### src/rtl/cstr_pkg.sv
// shared types and character codes for the comment stripper
// no dependencies
package cstr_pkg;

    localparam int PEND_W = 6;

    localparam logic [7:0] CH_NL    = 8'd10;
    localparam logic [7:0] CH_SQ    = 8'd39;
    localparam logic [7:0] CH_DQ    = 8'd34;
    localparam logic [7:0] CH_SLASH = 8'd47;
    localparam logic [7:0] CH_STAR  = 8'd42;
    localparam logic [7:0] CH_BSL   = 8'd92;

    typedef struct packed {
        logic [7:0] in_byte;
        logic       end_of_text;
    } in_item_t;

    typedef struct packed {
        logic [7:0] out_byte;
        logic       empty_res;
        logic       last;
    } out_item_t;

    // one accepted byte worth of output work
    typedef struct packed {
        logic              pre_v;
        logic [7:0]        pre_b;
        logic [PEND_W-1:0] nl_cnt;
        logic              main_v;
        logic [7:0]        main_b;
        logic              tail_v;
        logic [7:0]        tail_b;
        logic              last;
    } cmd_t;

endpackage

### src/rtl/cstr_fifo.sv
// short command queue between front and back
// depends on cstr_pkg
module cstr_fifo #(
    parameter int DEPTH = 4
) (
    input  logic           clk,
    input  logic           rst_n,
    input  logic           push,
    input  cstr_pkg::cmd_t push_cmd,
    output logic           full,
    input  logic           pop,
    output logic           avail,
    output cstr_pkg::cmd_t head
);
    localparam int PW = (DEPTH > 1) ? $clog2(DEPTH) : 1;
    localparam int CW = $clog2(DEPTH + 1);
    localparam logic [PW-1:0] LAST_PTR = PW'(DEPTH - 1);
    localparam logic [CW-1:0] FULL_CNT = CW'(DEPTH);

    cstr_pkg::cmd_t  mem_reg [DEPTH];
    logic [PW-1:0]   wr_ptr_reg, wr_ptr_next;
    logic [PW-1:0]   rd_ptr_reg, rd_ptr_next;
    logic [CW-1:0]   cnt_reg, cnt_next;
    logic            do_push, do_pop;

    assign full    = (cnt_reg == FULL_CNT);
    assign avail   = (cnt_reg != '0);
    assign head    = mem_reg[rd_ptr_reg];
    assign do_push = push && !full;
    assign do_pop  = pop && avail;

    always_comb
    begin
        wr_ptr_next = wr_ptr_reg;
        rd_ptr_next = rd_ptr_reg;
        cnt_next    = cnt_reg;
        if (do_push)
        begin
            wr_ptr_next = (wr_ptr_reg == LAST_PTR) ? '0 : wr_ptr_reg + 1'b1;
        end
        if (do_pop)
        begin
            rd_ptr_next = (rd_ptr_reg == LAST_PTR) ? '0 : rd_ptr_reg + 1'b1;
        end
        if (do_push && !do_pop)
        begin
            cnt_next = cnt_reg + 1'b1;
        end
        else if (do_pop && !do_push)
        begin
            cnt_next = cnt_reg - 1'b1;
        end
    end

    always_ff @(posedge clk or negedge rst_n)
    begin
        if (!rst_n)
        begin
            wr_ptr_reg <= '0;
            rd_ptr_reg <= '0;
            cnt_reg    <= '0;
        end
        else
        begin
            wr_ptr_reg <= wr_ptr_next;
            rd_ptr_reg <= rd_ptr_next;
            cnt_reg    <= cnt_next;
        end
    end

    always_ff @(posedge clk)
    begin
        if (do_push)
        begin
            mem_reg[wr_ptr_reg] <= push_cmd;
        end
    end
endmodule

### config.mk
export PLATFORM = sky130hd
export DESIGN_NAME = cstr_fifo
export DESIGN_NICKNAME = d
export VERILOG_FILES = /design/src/rtl/cstr_pkg.sv /design/src/rtl/cstr_fifo.sv
export SDC_FILE = /design/constraint.sdc
export NUM_CORES = 1
export LEC_CHECK = 0
export BUFFER_PORTS_ARGS = -buffer_cell sky130_fd_sc_hd__buf_2
export CORE_UTILIZATION = 24
export CTS_CLUSTER_SIZE = 12
export DETAILED_ROUTE_END_ITERATION = 12
export PLACE_DENSITY = 0.37
export SLEW_MARGIN = 20
export SYNTH_ARGS = -nofsm -noshare
export SYNTH_HDL_FRONTEND = slang
export SYNTH_SLANG_ARGS = --single-unit
### constraint.sdc
create_clock -name clk -period 2 [get_ports clk]
set_clock_uncertainty 0.2 [all_clocks]
set_input_delay 0.4 -clock clk [delete_from_list [all_inputs] [get_ports clk]]
set_output_delay 0.4 -clock clk [all_outputs]
set_load 0.01 [all_outputs]
Word level (Yosys, flattened, before mapping)
Memory sizes are Yosys's and may differ from the RTL's.
Index checks and enable logic that the tools add are counted.
{"block": "totals", "input_bits": 38, "register_bits": 7, "mem_bits_rw": 136, "elab_cells": 26, "mem_count": 1, "out_inout_bits": 36}
{"block": "op_classes", "n_reduce_logical": 9, "eq_ne": 3, "add_sub_neg": 4, "n_mux": 6}
{"name": "mem_reg", "depth": 4, "word_bits": 34, "rd": 1, "rd_clocked_by_memory_dff": 0, "wr": 1, "line": "cstr_fifo.sv:20", "text": "cstr_pkg::cmd_t mem_reg [DEPTH];"}
{"op": "3-bit two-way mux", "count": 2}
{"op": "2-bit by 1-bit adder with 2-bit output (second input constant)", "count": 2}
{"op": "2-bit equality test (second input constant)", "count": 2}
{"op": "1-bit logical AND", "count": 4}
{"op": "2-bit two-way mux", "count": 2}
{"op": "3-bit by 1-bit adder with 3-bit output (second input constant)", "count": 1}
{"op": "3-bit equality test (second input constant)", "count": 1}
{"op": "1-bit logical NOT", "count": 3}
{"op": "3-bit nonzero test", "count": 1}
{"op": "3-bit by 1-bit subtractor with 3-bit output (second input constant)", "count": 1}
{"op": "1-bit two-way mux", "count": 2}
{"op": "2-bit nonzero test", "count": 1}

Depth between registers and ports, before layout
{"block": "logic_depth", "ltp_word": 7, "mapped_depth": 9}

Worst setup path before layout
OpenSTA, ideal clock, no wires.
{"block": "synth_path", "path_type": "reg2reg", "startpoint": "reg cnt_reg[2]", "endpoint": "mem mem_reg[3][0] (netlist name), enable pin", "arrival_time_ps": 1675, "synth_period_minus_slack_ps": 2270, "n_path_buf": 1, "path_stages_with_launch": 5, "setup_time_ps": 394, "slack_ps": -270, "path_cell_list": "dfrtp_1 -> nor3b_2 -> nor2b_1 -> buf_6 -> and2_1"}
{"block": "synth_via", "elab_chain_cells": 5}
{"item": "start: declaration", "line": "cstr_fifo.sv:23", "text": "logic [CW-1:0] cnt_reg, cnt_next;"}
{"item": "start signal: assignment", "line": "cstr_fifo.sv:67", "text": "cnt_reg <= cnt_next;"}
{"item": "3-bit equality test", "line": "cstr_fifo.sv:26", "text": "assign full = (cnt_reg == FULL_CNT);"}
{"item": "named net full", "line": "cstr_fifo.sv:10", "text": "output logic full,"}
{"item": "1-bit logical NOT", "line": "cstr_fifo.sv:29", "text": "assign do_push = push && !full;"}
{"item": "1-bit logical AND", "line": "cstr_fifo.sv:29"}
{"item": "named net do_push", "line": "cstr_fifo.sv:24", "text": "logic do_push, do_pop;"}
{"item": "1-bit two-way mux", "line": "cstr_fifo.sv:73", "text": "if (do_push)"}
{"item": "1-bit two-way mux (not written as such)", "line": "cstr_fifo.sv:75", "text": "mem_reg[wr_ptr_reg] <= push_cmd;"}
{"item": "end: declaration", "line": "cstr_fifo.sv:20"}
The timed path passes the listed nets, and every way through them passes these cells.

==> results by group <==
STA
  • Slew Limit Headroom: 82.3%
  • Final setup viols: 36
  • Hold Violations, Final: 0
  • Max Transition Viols Final: 0
  • Slew @ Worst Pin: 265 ps
  • Setup TNS: -11,870 ps
  • F_max: 421 MHz
  • Tmin final: 2380 ps
  • RSZ-0062 raised after global routing: yes
  • Worst setup margin: -376 ps
  • Period Utilization, post-route: 119%

Drt
  • WL final: 11,200 um
  • Drt wl/cell: 17.0 um
  • Vias/cell: 4.02
  • Top Layer Used: met5
  • Met1 WL: 5230 um
  • 1st-iter DRT viols: 119
  • DRT antenna net count: 0
  • Drt drc: 5
  • Met2 Wirelength: 5400 um
  • DR vias: 2,652
  • Met3 WL: 481 um
  • Pre-antenna DRT Iters: 7

Placement
  • Dpl ws: -106 ps
  • DP HPWL: 7200 um
  • Buffers added on ports: 73
  • Post-Place Cells: 585
  • Placer Congestion: 0.665
  • DP Area: 6410 um^2

Synthesis
  • Cell count after synthesis: 215
  • Synth warnings: 0
  • Syn_area_per_cell: 25.2 um^2
  • Post-Synthesis Cell Area: 5420 um^2
  • Syn_nets: 260
  • Register area share after synthesis: 78.6%
  • Unique masters post-synth: 20
  • Register bit total from synthesis: 143

CTS
  • Root Buffer: clkbuf_16
  • # H-tree levels: 4
  • Worst-skew pair later-pin latency: 410 ps
  • Total CTS buffers: 17
  • Reg clk slew, reported paths: 60 ps
  • CTS sink cnt: 143
  • Clock buffer depth: 2
  • TritonCTS clock tree: done

Setup path
  • CP Capture Type: output port
  • Critical-path cell list: buf_12 -> buf_16 -> mux4_2 -> buf_6
  • Worst Path Class, Setup: reg -> out
  • Top delay family on crit path: multiplexers
  • Worst EP arrival: 1780 ps
  • CP max-delay cell: mux4_2
  • Slowest stage delay, CP: 530 ps
  • CP startpoint kind: register
  • WP data required: 1400 ps
  • Crit-path max FO: 9
  • WP buf/inv: 3

Pwr
  • P_sw: 3.11 mW
  • Sequential Power Share: 36.4%
  • Switching Share: 27.2%
  • Gate power share: 35.6%
  • Clock share of power: 28.1%
  • Static leakage: 2.70 nW
  • Power Density: 1510 nW/um^2
  • Maximum vdd ir drop: 541 uV
  • Internal power: 8.33 mW

Die
  • Die area: 23,200 um^2
  • Initial Utilization: 24.7%
  • IO Count: 74
  • Core box area: 22,000 um^2
  • Die H: 152 um
  • Die X: 152 um
  • Row count: 54

Global routing
  • Gr usage total: 10.5%
  • GRT overflow: 0
  • Initial antenna violation count: 2
  • Number of global-route vias before repair: 2,924
  • First-pass GRT wire length: 17,600 um
  • Largest net degree at the start of global routing: 19

Finish
  • Commonest non-fill, non-tap cell in the layout: edfxtp_1
  • Fraction of layout cells with a size suffix above 1: 48.9%
  • Final core occ: 34.6%
  • Finished layout cell area: 7590 um^2
  • Layout area overhead: 40.1%
  • Cell Count, Final, Fillers Out: 659
  • Max FFs per register: 136
  • Commonest cells after routing, fill and taps aside: 136 x edfxtp_1, 54 x buf_2, 33 x dlygate4sd3_1
  • Layout Nets: 410

Outcome
  • Failing checks: design-rule violations, negative setup slack
  • Status: complete, but fails checks

Hold path
  • Min-delay worst type: in -> reg

Run
  • Max Cap Viol: 0
==> layout make-up <==
class / count / area (um^2)
Multi-Input combinational cell: 60 / 1060
Clock buffer: 19 / 433
Inverter: 3 / 11.3
Sequential cell: 143 / 4260
Tap cell: 280 / 350
Fill cell: 2053 / 14400
Antenna cell: 1 / 2.50
Clock inverter: 13 / 170
Timing Repair Buffer: 140 / 1300
==> power by group through the flow <==
stage	registers (mW)	logic, mW	clock network (mW)
detailed placement	4.28	3.42	0
global placement	4.25	3.44	0
global route	4.22	4.40	3.42
CTS	4.17	3.86	3.31
finish	4.17	4.07	3.21
floorplan	4.15	2.04	0
==> synth_stat cells <==
master    instances  area [um^2]
nor3b_2           1         12.5
mux2_2            3         33.8
buf_2             4         20.0
inv_1             3         11.3
nor2_1            3         11.3
mux4_2           28          631
xor2_1            2         17.5
fa_1              1         20.0
edfxtp_1        136         4080
or3_4             1         11.3
ha_1              6         75.1
nand2_2           1         6.26
dfrtp_1           7          175
xnor2_1           1         8.76
mux2_4            2         30.0
buf_6             2         22.5
mux4_1            6          158
and2_1            4         25.0
buf_12            3         60.1
nor2b_1           1         6.26
==> stage by stage <==
step | hold slack, ps | total power [mW]
global route | 17.8 | 12.0
finish | 34.3 | 11.4
floorplan | -95.6 | 6.19
global placement | 57.7 | 7.69
detailed placement | 59.3 | 7.69
CTS | 7.83 | 11.3
==> layer usage <==
metal / GRT usage (%) / vias up
met5: 0 / -
met4: 4.08 / 2
met3: 3.67 / 8
met2: 15.7 / 52
met1: 13.9 / 1381
li1: - / 1209
==> worst paths after layout <==
kind / from / to / slack [ps] / cells past startpoint
worst max-delay path: rd_ptr_reg[0] / head[8] / -380 / 4
max in group asynchronous: rst_n / rd_ptr_reg[0] / 1260 / 2
worst min register to register: wr_ptr_reg[1] / wr_ptr_reg[1] / 380 / 1
worst min-delay path: push_cmd[16] / mem_reg[0][16] / 30 / 1
worst max register to register: cnt_reg[2] / cnt_reg[2] / -80 / 8
min in group asynchronous: rst_n / cnt_reg[0] / 150 / 2
==> worst reg2reg max path: stages (launching register included) <==
cell and delay [ps]:
dfrtp_1 400, or3_4 420, nand2_4 90, ha_4 130
inv_2 30, fa_2 320, xor2_1 150, nor2_1 120
xor2_1 150
==> timing repair <==
item	CTS	global route
setup buffers	6	1
gates cloned	0	2
pin swaps	6	5
hold buffers	33	0
endpoints found under the setup margin	36	72
endpoints found under the hold margin	132	0
gates resized for setup	18	14
==> logic make-up after synthesis <==
kind of cell	synth area share (%)
buffers and inverters	2.10
flip-flops	78.6
XOR/XNOR	0.485
adder cells (fa/ha/maj)	1.75
AND/OR/NAND/NOR	1.34
multiplexers	15.7
Note: power is estimated with default switching activity, not from simulation.
