[config.mk]
export PLATFORM = sky130hd
export DESIGN_NAME = cstr_back_flat
export DESIGN_NICKNAME = d
export VERILOG_FILES = /design/src/rtl/cstr_pkg.sv /design/src/rtl/cstr_stream_if.sv /design/src/rtl/cstr_back.sv /design/src/flat_wrapper.sv
export SDC_FILE = /design/constraint.sdc
export NUM_CORES = 1
export LEC_CHECK = 0
export BUFFER_PORTS_ARGS = -buffer_cell sky130_fd_sc_hd__buf_2
export CORE_MARGIN = 4
export CORE_UTILIZATION = 44
export DETAILED_ROUTE_END_ITERATION = 16
export PLACE_DENSITY = 0.76
export SYNTH_ARGS = -nofsm -noshare
export SYNTH_HDL_FRONTEND = slang
export SYNTH_SLANG_ARGS = --single-unit
[constraint.sdc]
create_clock -name clk -period 3.9 [get_ports clk]
set_clock_uncertainty 0.2 [all_clocks]
set_input_delay 0.78 -clock clk [delete_from_list [all_inputs] [get_ports clk]]
set_output_delay 0.78 -clock clk [all_outputs]
set_load 0.02 [all_outputs]
[src/rtl/cstr_pkg.sv]
// shared types and character codes for the comment stripper
// no dependencies
package cstr_pkg;

    localparam int PEND_W = 6;

    localparam logic [7:0] CH_NL    = 8'd10;
    localparam logic [7:0] CH_SQ    = 8'd39;
    localparam logic [7:0] CH_DQ    = 8'd34;
    localparam logic [7:0] CH_SLASH = 8'd47;
    localparam logic [7:0] CH_STAR  = 8'd42;
    localparam logic [7:0] CH_BSL   = 8'd92;

    typedef struct packed {
        logic [7:0] in_byte;
        logic       end_of_text;
    } in_item_t;

    typedef struct packed {
        logic [7:0] out_byte;
        logic       empty_res;
        logic       last;
    } out_item_t;

    // one accepted byte worth of output work
    typedef struct packed {
        logic              pre_v;
        logic [7:0]        pre_b;
        logic [PEND_W-1:0] nl_cnt;
        logic              main_v;
        logic [7:0]        main_b;
        logic              tail_v;
        logic [7:0]        tail_b;
        logic              last;
    } cmd_t;

endpackage

[src/rtl/cstr_stream_if.sv]
// valid/ready stream channel with a typed payload
// no dependencies
interface cstr_stream_if #(
    parameter type T = logic
);
    logic valid;
    logic ready;
    T     data;

    modport source (output valid, output data, input ready);
    modport sink (input valid, input data, output ready);
endinterface

[src/rtl/cstr_back.sv]
// back end: expands each command into output beats through a registered output stage
// depends on cstr_pkg, cstr_stream_if
module cstr_back (
    input  logic           clk,
    input  logic           rst_n,
    input  logic           avail,
    input  cstr_pkg::cmd_t head,
    output logic           pop,
    cstr_stream_if.source  result
);
    cstr_pkg::cmd_t              cur_reg, cur_next, after;
    logic                        emp_reg, emp_next;
    logic                        out_v_reg, out_v_next;
    cstr_pkg::out_item_t         out_reg, out_next;
    cstr_pkg::out_item_t         beat_item;
    logic                        busy;
    logic                        can_load;
    logic                        beat;
    logic                        done_after;

    assign busy     = cur_reg.pre_v || (cur_reg.nl_cnt != '0) || cur_reg.main_v
                      || cur_reg.tail_v || emp_reg;
    assign can_load = !out_v_reg || result.ready;
    assign beat     = busy && can_load;

    always_comb
    begin
        after     = cur_reg;
        beat_item = '0;
        if (cur_reg.pre_v)
        begin
            beat_item.out_byte = cur_reg.pre_b;
            after.pre_v        = 1'b0;
        end
        else if (cur_reg.nl_cnt != '0)
        begin
            beat_item.out_byte = cstr_pkg::CH_NL;
            after.nl_cnt       = cur_reg.nl_cnt - 1'b1;
        end
        else if (cur_reg.main_v)
        begin
            beat_item.out_byte = cur_reg.main_b;
            after.main_v       = 1'b0;
        end
        else if (cur_reg.tail_v)
        begin
            beat_item.out_byte = cur_reg.tail_b;
            after.tail_v       = 1'b0;
        end
        else
        begin
            beat_item.empty_res = 1'b1;
        end
        done_after     = !after.pre_v && (after.nl_cnt == '0) && !after.main_v
                         && !after.tail_v;
        beat_item.last = cur_reg.last && done_after;
    end

    assign pop = avail && (!busy || (beat && done_after));

    always_comb
    begin
        cur_next   = cur_reg;
        emp_next   = emp_reg;
        out_v_next = out_v_reg;
        out_next   = out_reg;
        if (result.ready)
        begin
            out_v_next = 1'b0;
        end
        if (beat)
        begin
            cur_next   = after;
            emp_next   = 1'b0;
            out_v_next = 1'b1;
            out_next   = beat_item;
        end
        if (pop)
        begin
            cur_next = head;
            emp_next = head.last && !head.pre_v && (head.nl_cnt == '0) && !head.main_v
                       && !head.tail_v;
        end
    end

    assign result.valid = out_v_reg;
    assign result.data  = out_reg;

    always_ff @(posedge clk or negedge rst_n)
    begin
        if (!rst_n)
        begin
            cur_reg   <= '0;
            emp_reg   <= 1'b0;
            out_v_reg <= 1'b0;
        end
        else
        begin
            cur_reg   <= cur_next;
            emp_reg   <= emp_next;
            out_v_reg <= out_v_next;
        end
    end

    always_ff @(posedge clk)
    begin
        out_reg <= out_next;
    end
endmodule

[src/flat_wrapper.sv]
// flat-port wrapper written by rule: the top's interface ports become plain ports
module cstr_back_flat 
  (clk, rst_n, avail, head, pop, result_valid, result_data, result_ready);
  cstr_stream_if result_i ();
  input  logic clk;
  input  logic rst_n;
  input  logic avail;
  input  cstr_pkg::cmd_t head;
  output logic pop;
  output wire logic [$bits(result_i.valid)-1:0] result_valid;
  output wire logic [$bits(result_i.data)-1:0] result_data;
  input wire logic [$bits(result_i.ready)-1:0] result_ready;
  assign result_valid = result_i.valid;
  assign result_data = result_i.data;
  assign result_i.ready = result_ready;
  cstr_back u_core (.clk(clk), .rst_n(rst_n), .avail(avail), .head(head), .pop(pop), .result(result_i));
endmodule
### Word-level counts from Yosys, hierarchy flattened

Cells that the tools add are included.

| cells by class | value |
|---|---|
| reductions and logical operators | 28 |
| muxes and demuxes | 12 |
| add/sub/neg operators | 1 |

Operators with widths:

| kind | count |
|---|---|
| $mux W34 | 2 |
| $logic_not A6 Y1 | 2 |
| $logic_and A1 B1 Y1 | 10 |
| $mux W1 | 8 |
| $logic_not A1 Y1 | 7 |
| $mux W7 | 1 |
| $logic_or A1 B1 Y1 | 6 |
| $mux W6 | 1 |
| $reduce_bool A6 Y1 | 1 |
| $sub A6 B1 Y6 const B | 1 |
| $reduce_bool A2 Y1 | 2 |

| storage, ports and cells | value |
|---|---|
| logic and storage cells | 49 |
| input bits | 38 |
| output and inout port bits | 3 |
| register bits | 13 |

### Logic depth before layout (Yosys ltp)

Gate-level depths: netlist of the first run.

| depth | value |
|---|---|
| word-level depth | 10 |
| gate-level depth with buffers | 8 |
| gate-level depth less buffers | 8 |

### Worst setup path before layout of the first run

No wires, ideal clock.

| timing | value |
|---|---|
| kind | reg-to-output |
| start point | register u_core.cur_reg[19] (netlist name) |
| end point | output pop |
| cell stages (with the launch flop) | 8 |
| buffers on the path | 0 |
| arrival | 2213 ps |
| required time | 2920 ps |
| path slack | 707 ps |
| path through | dfrtp_1 inv_1 ha_1 or4b_4 a2111oi_4 nor2_1 o31a_4 inv_2 |

| between the ends | value |
|---|---|
| longest elaborated chain between the ends | 9 |
| elaborated cells on any way between the ends | 21 |
| those cells by class | 1 x add/sub; 5 x mux; 15 x reduce/logical |

RTL lines:

| item | RTL line | RTL |
|---|---|---|
| start: declaration | cstr_back.sv:11 | `cstr_pkg::cmd_t cur_reg, cur_next, after;` |
| start signal: assignment | cstr_back.sv:99 | `cur_reg <= cur_next;` |
| $sub A6 B1 Y6 or $reduce_bool A6 Y1 (tied branches) | cstr_back.sv:38, cstr_back.sv:21, cstr_back.sv:35 |  |
| $mux W6, or another cell as far along | cstr_back.sv:35 | `else if (cur_reg.nl_cnt != '0)` |
| $mux W7 or $logic_or A1 B1 Y1 (tied branches) | cstr_back.sv:30, cstr_back.sv:21 |  |
| $logic_not A6 Y1, or another cell as far along | cstr_back.sv:54 | `done_after = !after.pre_v && (after.nl_cnt == '0) && !after.main_v` |
| $logic_and A1 B1 Y1 or $logic_or A1 B1 Y1 (tied branches) | cstr_back.sv:54, cstr_back.sv:22 |  |
| $logic_and A1 B1 Y1 (on tied branches) | cstr_back.sv:55, cstr_back.sv:24 |  |
| $logic_and A1 B1 Y1 | cstr_back.sv:59 | `assign pop = avail && (!busy \|\| (beat && done_after));` |
| $logic_or A1 B1 Y1 * | cstr_back.sv:59 |  |
| $logic_and A1 B1 Y1 * | cstr_back.sv:59 |  |
| end: declaration | flat_wrapper.sv:9 | `output logic pop;` |

Mark *: on every way between the ends. The rest lies on a longest branch, timed or not.

### Worst setup path in the final report of the first run

Same ends and word-level chain as after synthesis.

==> metrics.md, run 1 <==
| Metric | Value |
|---|---|
| Status | finished clean |
| Worst Hold Class | in2async |
| Final setup fails | 0 |
| Maxcap violations | 0 |
| Die H | 51.9 µm |
| Grt ovf | 0 |
| Ratio of final minimum period to clock period | 97.1% |
| Worst-Skew Late Latency | 280 ps |
| Arr. time, crit path | 2810 ps |
| Yosys top cell by area | dfrtp_1 |
| Unrepaired setup endpoints after global routing | no |
| Mapped cell area | 847 µm² |
| Setup ws final | 115 ps |
| Post-CTS Setup Repair Bufs | 0 |
| Final WL | 1880 µm |
| Post-Synth XOR/XNOR Area | 1.03% |
| Worst EP required | 2920 ps |
| DR DRC count | 0 |
| Post-Synth Simple-Gate Area | 26.0% |
| Pleak | 0.443 nW |
| CTS tree | done |
| Fraction of the mapped netlist area in compound gates | 19.8% |
| Starting Density | 47.5% |
| Via count | 741 |
| Commonest cells after routing, fill and taps aside | buf_2 (16), dfrtp_1 (12) |
| Post-Route Setup TNS | 0 ps |
| Minimum clock period | 3790 ps |
| Layout area overhead | 16.2% |
| Core Area | 0.00178 mm² |
| Final Net Count | 143 |
| Largest family of logic cells by synthesized area | simple AND/OR/NAND/NOR gates |
| Row cnt | 15 |
| Rel. slew slack | 69.7% |
| Routability-driven placement congestion ratio | 0.914 |
| Clock root cell | clkbuf_4 |
| Pwr dens | 650 mW/mm² |
| Io pins | 41 |
| First-pass GRT wire length | 3140 µm |
| ANT cells | 0 |
| Sequential fraction of the synthesis area | 39.0% |
| Most common cell after layout, fill and taps aside | buf_2 |
| #FFs+latches synth | 13 |
| Total Routing Usage GR | 15.9% |
| Post-synthesis mux area share | 7.68% |
| Max reg flops | 9 |
| Count of cell types in the netlist | 36 |
| Synth Warn # | 0 |
| FMAX | 264 MHz |
| # fillers | 158 |
| Hold Vio Cnt, Final | 0 |
| Crit Path Class | reg2out |
| Mapped Cells | 85 |
| Vias per inst | 5.79 |
| Clk slew on worst S/H paths | 90 ps |
| Synthesized Nets | 124 |
| Share of cells above drive strength 1 | 31.1% |
| Vias in the first global route | 718 |
| Fin Hold WS | 160 ps |
| Clock tree sinks | 13 |
| Die area | 0.00269 mm² |
| Pre-CTS WS | 396 ps |
| DR iter-0 viols | 13 |
| Worst vdd ir | 0.308 mV |
| Worst setup EP type | primary output |
| Critical Path Source Type | flop |
| Top post-synthesis cells by area | dfrtp_1 (35%), mux2_4 (5.3%), nor4_1 (3.7%) |
| Synth Area in Adders | 1.48% |
| Dpl hpwl | 1460 µm |
| Syn Area/Cell | 9.97 µm² |
| H-tree Lvls | 1 |
| PortBufs | 16 |
| Largest net degree at the start of global routing | 13 |
| Detailed Routing Iterations Pass 1 | 4 |
| WL/cell | 14.7 µm |
| Slew of the pin with the lowest slew margin | 451 ps |
| CP max FO | 9 |
| Final Max Slew Viols | 0 |
| CTS buffer count | 3 |
| Post-synth top area share | 35.5% |
| Initial antenna violation count | 0 |
| Routed Antenna Nets | 0 |
| Die Wd | 51.9 µm |
| Clock Path Buffers | 2 |
critical path, cell delays in order (launching register included):
cell       delay [ps]
dfrtp_1           450
inv_1             140
ha_2              260
or4b_4            520
a2111oi_4         350
nor2_1            110
o31a_4            400
inv_2             120
buf_2             170
metrics by stage:
| step | instance area [µm²] | util (%) | total power, mW | cells |
|---|---|---|---|---|
| finish | 985 | 55.2 | 0.640 | 128 |
| detailed placement | 942 | 52.8 | 0.532 | 124 |
| CTS | 970 | 54.4 | 0.619 | 128 |
| global route | 985 | 55.2 | 0.692 | 128 |
| global placement | 942 | 52.8 | 0.522 | 124 |
| floorplan | 847 | - | 0.478 | 85 |
metal layers:
metal,vias up,share of wire (%),global-route usage (%)
met5,-,0,0
met4,0,1.3,3.93
met3,4,7.0,6.30
met2,26,45,24.1
met1,353,46,21.1
li1,358,-,-
where the power goes:
group          switching [mW]  internal (mW)
sequential             0.0899          0.185
combinational           0.127          0.151
clock                  0.0489         0.0381
synth_stat cells:
library cell	n
nand2b_1	1
nor3b_1	3
edfxtp_1	1
a21oi_1	1
mux2_4	3
nor2b_1	2
and2_1	1
a211oi_1	2
buf_2	1
nor4_1	5
a2111oi_4	1
a221o_2	1
o21ai_0	6
dfrtp_1	12
a2111oi_0	2
mux2i_1	2
inv_2	1
a32o_1	1
and4bb_2	1
inv_1	6
nand4b_1	1
or4_1	1
and3_1	1
nor3_1	6
nand2_1	6
o31a_4	1
a221o_1	1
or3_1	1
a22o_1	2
xnor2_1	1
ha_1	1
or4b_4	1
or2b_1	2
buf_6	1
nor2_1	5
o22ai_1	1
logic make-up (layout without fill, tap and decap cells):
family / Yosys count / after routing
buffers and inverters: 9 / 27
AND/OR/NAND/NOR: 37 / 37
AO/OA/AOI/OAI: 19 / 19
adder cells (fa/ha/maj): 1 / 1
XOR/XNOR: 1 / 1
multiplexers: 5 / 5
flip-flops: 13 / 13
final cells by class:
| type | instances | area, µm² | share of cell area (%) |
|---|---|---|---|
| Multi-Input combinational cell | 63 | 489 | 49.7 |
| Inverter | 7 | 26.3 | 2.67 |
| Sequential cell | 13 | 330 | 33.5 |
| Clock buffer | 3 | 22.5 | 2.29 |
| Timing Repair Buffer | 16 | 80.1 | 8.13 |
| Clock inverter | 1 | 5.00 | 0.508 |
| Tap cell | 25 | 31.3 | 3.18 |
what timing repair did:
action | CTS | global route
hold buffers | 0 | 0
endpoints found under the setup margin | 0 | 1
gates resized for setup | 0 | 5
final timing paths:
path / start / endpoint / slack (ps) / cells after the start
worst min-delay path: rst_n / u_core.cur_reg[33] / 160 / 1
worst max-delay path: u_core.cur_reg[19] / pop / 110 / 8
worst max register to register: u_core.cur_reg[19] / u_core.after[0] / 1060 / 7
min in group clk: u_core.emp_reg / u_core.emp_reg / 300 / 2
worst min register to register: u_core.emp_reg / u_core.emp_reg / 300 / 2
max in group asynchronous: rst_n / u_core.cur_reg[23] / 3120 / 1
Note: power is estimated with default switching activity, not from simulation.
==> run 2, diff against run 1 <==
--- a/config.mk
+++ b/config.mk
@@ -5,11 +5,12 @@
 export SDC_FILE = /design/constraint.sdc
 export NUM_CORES = 1
 export LEC_CHECK = 0
+export ABC_AREA = 1
 export BUFFER_PORTS_ARGS = -buffer_cell sky130_fd_sc_hd__buf_2
 export CORE_MARGIN = 4
 export CORE_UTILIZATION = 44
 export DETAILED_ROUTE_END_ITERATION = 16
-export PLACE_DENSITY = 0.76
+export PLACE_DENSITY = 0.74
 export SYNTH_ARGS = -nofsm -noshare
 export SYNTH_HDL_FRONTEND = slang
 export SYNTH_SLANG_ARGS = --single-unit
==> run 2 against run 1 <==
Effect of this change: final cell count rose by 35%; synthesized area rose by 8.1%; design area rose by 4.2%; utilization decreased by 2.9 points; critical endpoint unchanged; combinational power increased by 45%; die area is 6.9% higher; first-iteration DRC count grew 7.7%.
==> metrics.md, run 2 <==
| Metric | Value |
|---|---|
| Io pins | 41 (unchanged) |
| CP max FO | 12 (+3) |
| Clk slew on worst S/H paths | 80 ps (about the same) |
| Worst-Skew Late Latency | 270 ps (about the same) |
| Routability-driven placement congestion ratio | 0.927 (+1.5%) |
| Post-synth top area share | 32.8% (-2.7 points) |
| Setup ws final | 615 ps (+500 ps) |
| Mapped Cells | 129 (+52%) |
| Clock root cell | clkbuf_4 |
| Synthesized Nets | 168 (+35%) |
| Die H | 53.6 µm (+3.4%) |
| Unrepaired setup endpoints after global routing | no |
| Ratio of final minimum period to clock period | 84.2% (-13 points) |
| WL/cell | 11.6 µm (-21%) |
| Slew of the pin with the lowest slew margin | 378 ps (-73.1 ps) |
| Pwr dens | 705 mW/mm² (+8.5%) |
| Die area | 0.00288 mm² (+6.9%) |
| Die Wd | 53.6 µm (+3.4%) |
| PortBufs | 16 (unchanged) |
| First-pass GRT wire length | 3360 µm (+7.0%) |
| Final setup fails | 0 (unchanged) |
| Worst setup EP type | primary output |
| Most frequent cell after synthesis | nand3_1 |
| # fillers | 209 (+32%) |
| Mapped cell area | 916 µm² (+8.1%) |
| Sequential Area | 330 µm² (unchanged) |
| Design area | 0.00103 mm² (+4.2%) |
| H-tree Lvls | 1 (unchanged) |
| Top FF cell, synth | dfrtp_1 |
| Top post-synthesis cells by area | dfrtp_1 (33%), nand3_1 (18%), nand2_1 (13%) |
| Total power draw | 0.723 mW (+13%) |
| Resize count post-CTS | 0 (unchanged) |
| Detailed Routing Iterations Pass 1 | 4 (unchanged) |
| Post-CTS Setup Repair Bufs | 0 (unchanged) |
| Placed instance area | 1000 µm² (+6.1%) |
| Starting Density | 46.7% (-0.83 points) |
| Commonest cells after routing, fill and taps aside | nand3_1 (33), nand2_1 (31), buf_2 (16), inv_1 (13), dfrtp_1 (12) |
| Worst vdd ir | 0.324 mV (+5.4%) |
| Core Util, Final | 52.3% (-2.9 points) |
| Max reg flops | 9 (unchanged) |
| DR DRC count | 0 (unchanged) |
| Status | finished clean |
| Rel. slew slack | 74.7% (+5.1 points) |
| Clock tree sinks | 13 (unchanged) |
| CTS buffer count | 3 (unchanged) |
| Final Net Count | 186 (+30%) |
| Layout Cells excl Fill | 173 (+35%) |
| Area of the multi-input gates | 499 µm² (+2.0%) |
| Dpl cells | 169 (+36%) |
| Most common cell after layout, fill and taps aside | nand3_1 |
| Final Max Slew Viols | 0 (unchanged) |
| Layout area overhead | 12.0% |
| Via count | 941 (+27%) |
| Share of cells above drive strength 1 | 18.5% (-13 points) |
| Async S/R FF share, synth | 92.3% (unchanged) |
| Critical Path Source Type | flop |
| Core Area | 0.00196 mm² (+10%) |
| Vias per inst | 5.44 (-6.0%) |
| ANT cells | 0 (unchanged) |
| #FFs+latches synth | 13 (unchanged) |
| Arr. time, crit path | 2310 ps (-500 ps) |
| Yosys top cell by area | dfrtp_1 |
| Row cnt | 16 (+1) |
| Sequential fraction of the synthesis area | 36.1% (-2.9 points) |
| Fin Hold WS | 169 ps (+9.00 ps) |
| Count of cell types in the netlist | 21 (-42%) |
| Hold Vio Cnt, Final | 0 (unchanged) |
| CTS tree | done |
| Pre-CTS WS | 942 ps (+546 ps) |
| Crit Path Class | reg2out |
| Total Routing Usage GR | 15.9% (-0.020 points) |
| Minimum clock period | 3290 ps (-500 ps) |
| Final WL | 2010 µm (+7.1%) |
| Grt ovf | 0 (unchanged) |
| Post-Route Setup TNS | 0 ps (unchanged) |
| Initial antenna violation count | 0 (unchanged) |
| Dpl hpwl | 1570 µm (+7.5%) |
| Vias in the first global route | 814 (+13%) |
| FMAX | 304 MHz (+15%) |
| Pleak | 0.524 nW (+18%) |
| Maxcap violations | 0 (unchanged) |
| Synth Warn # | 0 (unchanged) |
| DR iter-0 viols | 14 (+1) |
| Clock Path Buffers | 2 (unchanged) |
| EDFF count, synth | 1 (unchanged) |
| Worst Hold Class | in2async |
| Syn Area/Cell | 7.10 µm² (-29%) |
| Worst EP required | 2920 ps (about the same) |
| Routed Antenna Nets | 0 (unchanged) |
| Hold buffers post-CTS | 0 (unchanged) |
| Largest net degree at the start of global routing | 14 (+1) |
| Top cells by count, synth | nand3_1 (33), nand2_1 (31), inv_1 (13), dfrtp_1 (12), o211ai_1 (10) |
-- run 2: area by class of cell --
cell class	instances	share of cell area, %
multi-input combinational	98	48.7
sequential	13	32.2
timing repair buffer	16	7.80
inverter	15	5.49
tap	27	3.29
clock buffer	4	2.56
-- run 2: cell families (layout without fill, tap and decap cells) --
family	after synthesis	count (layout)	synth area share [%]
AOI/OAI and AO/OA	11	11	9.15
adders and majority gates	1	1	1.37
buffers and inverters	18	35	9.43
DFF	13	13	36.1
and+or+nand+nor	86	86	44.0
-- run 2: critical path: stages (launching register included) --
cell and delay (ps):
dfrtp_1 400, inv_1 140, ha_1 250, nand2_1 90, nor2_1 140, nand4_1 170
nand2_1 100, nand2_1 60, nor2_2 90, nand3_1 90, nand2_2 180, nand2_1 100
inv_1 60, buf_2 150
-- run 2: path summary, 6_finish.rpt --
path                               startpoint                 end  slack [ps]  cells after the start
max in group asynchronous               rst_n   u_core.cur_reg[9]        3120                      1
hold / removal                          rst_n  u_core.cur_reg[18]         170                      1
hold reg to reg               u_core.after[0]     u_core.after[0]         300                      2
min in group clk              u_core.after[0]     u_core.after[0]         300                      2
setup reg to reg           u_core.cur_reg[19]  u_core.cur_reg[21]        1380                     11
setup / recovery           u_core.cur_reg[19]                 pop         610                     13
-- run 2: power breakdown --
| group | internal (mW) | switching, mW |
|---|---|---|
| combinational | 0.148 | 0.255 |
| sequential | 0.187 | 0.0521 |
| clock | 0.0396 | 0.0415 |
-- run 2: per-layer routing --
metal	part of all wire (%)	wire, µm	GRT usage, %
met1	47	946	21.2
met2	44	890	24.1
met3	6.0	120	2.22
met4	2.6	52	9.79
met5	0	0	0
==> run 3, diff against run 2 <==
--- a/config.mk
+++ b/config.mk
@@ -5,12 +5,12 @@
 export SDC_FILE = /design/constraint.sdc
 export NUM_CORES = 1
 export LEC_CHECK = 0
-export ABC_AREA = 1
+export ABC_AREA = 0
 export BUFFER_PORTS_ARGS = -buffer_cell sky130_fd_sc_hd__buf_2
 export CORE_MARGIN = 4
-export CORE_UTILIZATION = 44
+export CORE_UTILIZATION = 40
 export DETAILED_ROUTE_END_ITERATION = 16
-export PLACE_DENSITY = 0.74
+export PLACE_DENSITY = 0.73
 export SYNTH_ARGS = -nofsm -noshare
 export SYNTH_HDL_FRONTEND = slang
 export SYNTH_SLANG_ARGS = --single-unit
==> constraint.sdc (replaced) <==
create_clock -name clk -period 3 [get_ports clk]
set_clock_uncertainty 0.2 [all_clocks]
set_input_delay 0.6 -clock clk [delete_from_list [all_inputs] [get_ports clk]]
set_output_delay 0.6 -clock clk [all_outputs]
set_load 0.02 [all_outputs]
==> run 3 against run 2 <==
Effect of this change: the run now ends with setup timing left; first-iteration DRC count up 21%; final cell count down 18%; count of clock-buffer cells in the layout down 1; die area up 1.5%; total power up 32%; sequential share of layout area down 2.3 points; combinational power up 27%; global-route usage up 0.66 points; sequential power up 40%; clock power up 34%; largest cell class unchanged; largest power group unchanged.
==> metrics.md, run 3 (synthesis results as in run 1) <==
| Metric | Value |
|---|---|
| Crit-path max cell delay | 390 ps (about the same) |
| Arr. time, crit path | 2310 ps (about the same) |
| Die H | 54.0 µm (+0.73%) |
| Worst-Skew Late Latency | 280 ps (about the same) |
| Final WL | 2070 µm (+2.8%) |
| Detailed Routing Iterations Pass 1 | 4 (unchanged) |
| Grt ovf | 0 (unchanged) |
| DR DRC count | 0 (unchanged) |
| Total Routing Usage GR | 16.6% (+0.66 points) |
| Dpl hpwl | 1500 µm (-4.7%) |
| Combinational Power Share | 53.6% (-2.1 points) |
| Clk slew on worst S/H paths | 80 ps (about the same) |
| WL/cell | 14.6 µm (+25%) |
| Ratio of final minimum period to clock period | 104% |
| Routability-driven placement congestion ratio | 0.910 (-1.8%) |
| Worst vdd ir | 0.520 mV (+60%) |
| Layout area overhead | 30.3% |
| Most common cell after layout, fill and taps aside | buf_2 |
| Clock tree sinks | 13 (unchanged) |
| Die Wd | 54.0 µm (+0.73%) |
| DR WL met3 | 169 µm (+41%) |
| Rel. slew slack | 67.9% (-6.8 points) |
| CP dominant cell by count | inv_2 |
| Pleak | 0.502 nW (-4.2%) |
| Final Net Count | 155 (-17%) |
| Unrepaired setup endpoints after global routing | yes |
| Worst Hold Class | reg2reg |
| Pint | 0.575 mW (+53%) |
| Sw Share | 39.8% (-8.4 points) |
| Worst EP required | 2200 ps (-720 ps) |
| Hold Vio Cnt, Final | 0 (unchanged) |
| Setup ws final | -107 ps (-722 ps) |
| Failing checks | setup timing |
| R2R Setup Slk | 380 ps (-1000 ps) |
| Met2 WL | 985 µm (+11%) |
| Placed instance area | 0.00101 mm² (+0.75%) |
| Commonest cells after routing, fill and taps aside | buf_2 (15), dfrtp_1 (12), buf_4 (11) |
| Crit-path slowest cell | dfrtp_1 |
| ANT cells | 0 (unchanged) |
| CP cell instances | inv_2 > ha_4 > or2b_1 > a2111oi_2 > o22ai_1 > o31a_4 > inv_2 > buf_6 |
| Vias in the first global route | 788 (-3.2%) |
| Clock root cell | clkbuf_4 |
| Minimum clock period | 3110 ps |
| Fin Hold WS | 324 ps (+156 ps) |
| Clock group share of total power | 11.4% (+0.2 points) |
| DR iter-0 viols | 17 (+3) |
| Final setup fails | 1 (+1) |
| Vias per inst | 5.71 (+5.0%) |
| Critical path buffers and inverters | 3 (unchanged) |
| Status | finished with violations |
| Core Util, Final | 55.7% (+3.4 points) |
| CP max FO | 6 (-6) |
| Clock Path Buffers | 2 (unchanged) |
| Pwr dens | 866 mW/mm² (+23%) |
| Die area | 0.00292 mm² (+1.5%) |
| PortBufs | 16 (unchanged) |
| Io pins | 41 (unchanged) |
| Critical Path Source Type | flop |
| Core Area | 0.00198 mm² (+1.0%) |
| Sequential share of power | 35.0% (+1.9 points) |
| Routed Antenna Nets | 0 (unchanged) |
| FMAX | 322 MHz |
| Starting Density | 42.7% (-3.9 points) |
| H-tree Lvls | 1 (unchanged) |
| First-pass GRT wire length | 3370 µm (+0.21%) |
| Via count | 811 (-14%) |
| Net Sw Power | 0.381 mW (+9.3%) |
| Post-Route Setup TNS | -107 ps (-107 ps) |
| Row cnt | 16 (unchanged) |
| Maxcap violations | 0 (unchanged) |
| Crit Path Class | reg2out |
| Largest net degree at the start of global routing | 13 (-1) |
| Max reg flops | 9 (unchanged) |
| Crit path max-delay family | compound AO/OA/AOI/OAI gates |
| Design area | 0.00110 mm² (+7.6%) |
| CTS tree | done |
| Worst setup EP type | primary output |
| Share of cells above drive strength 1 | 40.9% (+22 points) |
| CTS buffer count | 3 (unchanged) |
| Total power draw | 0.956 mW (+32%) |
| Slew of the pin with the lowest slew margin | 477 ps (+98.8 ps) |
| Initial antenna violation count | 0 (unchanged) |
| Top Layer Used | met4 |
| Final Max Slew Viols | 0 (unchanged) |
| WL met1 | 890 µm (-5.9%) |
run 3: changes by cell type in the layout (fill, tap and decap cells not counted), sizes merged, moves of 4 or more:
cell	previous run	this run
buf	16	27
inv	14	7
nand2	32	6
nand3	34	0
nand4	4	0
nor2	11	5
nor3	0	6
o211ai	10	0
o21ai	1	6
run 3: power by group through the flow:
| stage | Combinational (mW) | Clock, mW | Sequential, mW |
|---|---|---|---|
| 2_1_floorplan | 0.308 | 0 | 0.317 |
| 3_3_place_gp | 0.416 | 0 | 0.324 |
| 3_5_place_dp | 0.428 | 0 | 0.321 |
| 4_1_cts | 0.495 | 0.111 | 0.330 |
| 5_1_grt | 0.558 | 0.125 | 0.343 |
| 6_report | 0.513 | 0.109 | 0.334 |
run 3: metal layers:
layer / vias up / track usage, %
met2: 28 / 27.4
met1: 390 / 19.6
li1: 389 / -
met5: - / 0
met4: 0 / 5.39
met3: 4 / 6.37
run 3: what timing repair did:
action                     CTS  global route
setup endpoints to repair    1             1
hold buffers                 1             0
hold endpoints to repair    12             0
resized for setup           10             1
pin swaps                    5             0
buffers inserted             3             0
run 3: layout make-up:
cell class | count | area [µm²]
fill | 188 | 878
tap | 27 | 33.8
multi-input combinational | 63 | 507
clock buffer | 3 | 22.5
timing repair buffer | 28 | 179
sequential | 13 | 330
clock inverter | 1 | 5.00
inverter | 7 | 26.3
run 3: path summary, 6_finish.rpt:
check,start,end,cells past startpoint
max in group asynchronous,rst_n,u_core.cur_reg[18],2
worst max register to register,u_core.cur_reg[20],u_core.cur_reg[19],8
worst min-delay path,u_core.after[0],u_core.after[0],1
worst min register to register,u_core.after[0],u_core.after[0],1
worst max-delay path,u_core.cur_reg[20],pop,8
min in group asynchronous,rst_n,u_core.cur_reg[21],2
run 3: through the flow:
| stage | setup WS, ps | instances |
|---|---|---|
| 6_report | -107 | 142 |
| 4_1_cts | -90.2 | 142 |
| 2_1_floorplan | 18.4 | 85 |
| 5_1_grt | -239 | 142 |
| 3_5_place_dp | 4.08 | 134 |
| 3_3_place_gp | 31.3 | 134 |
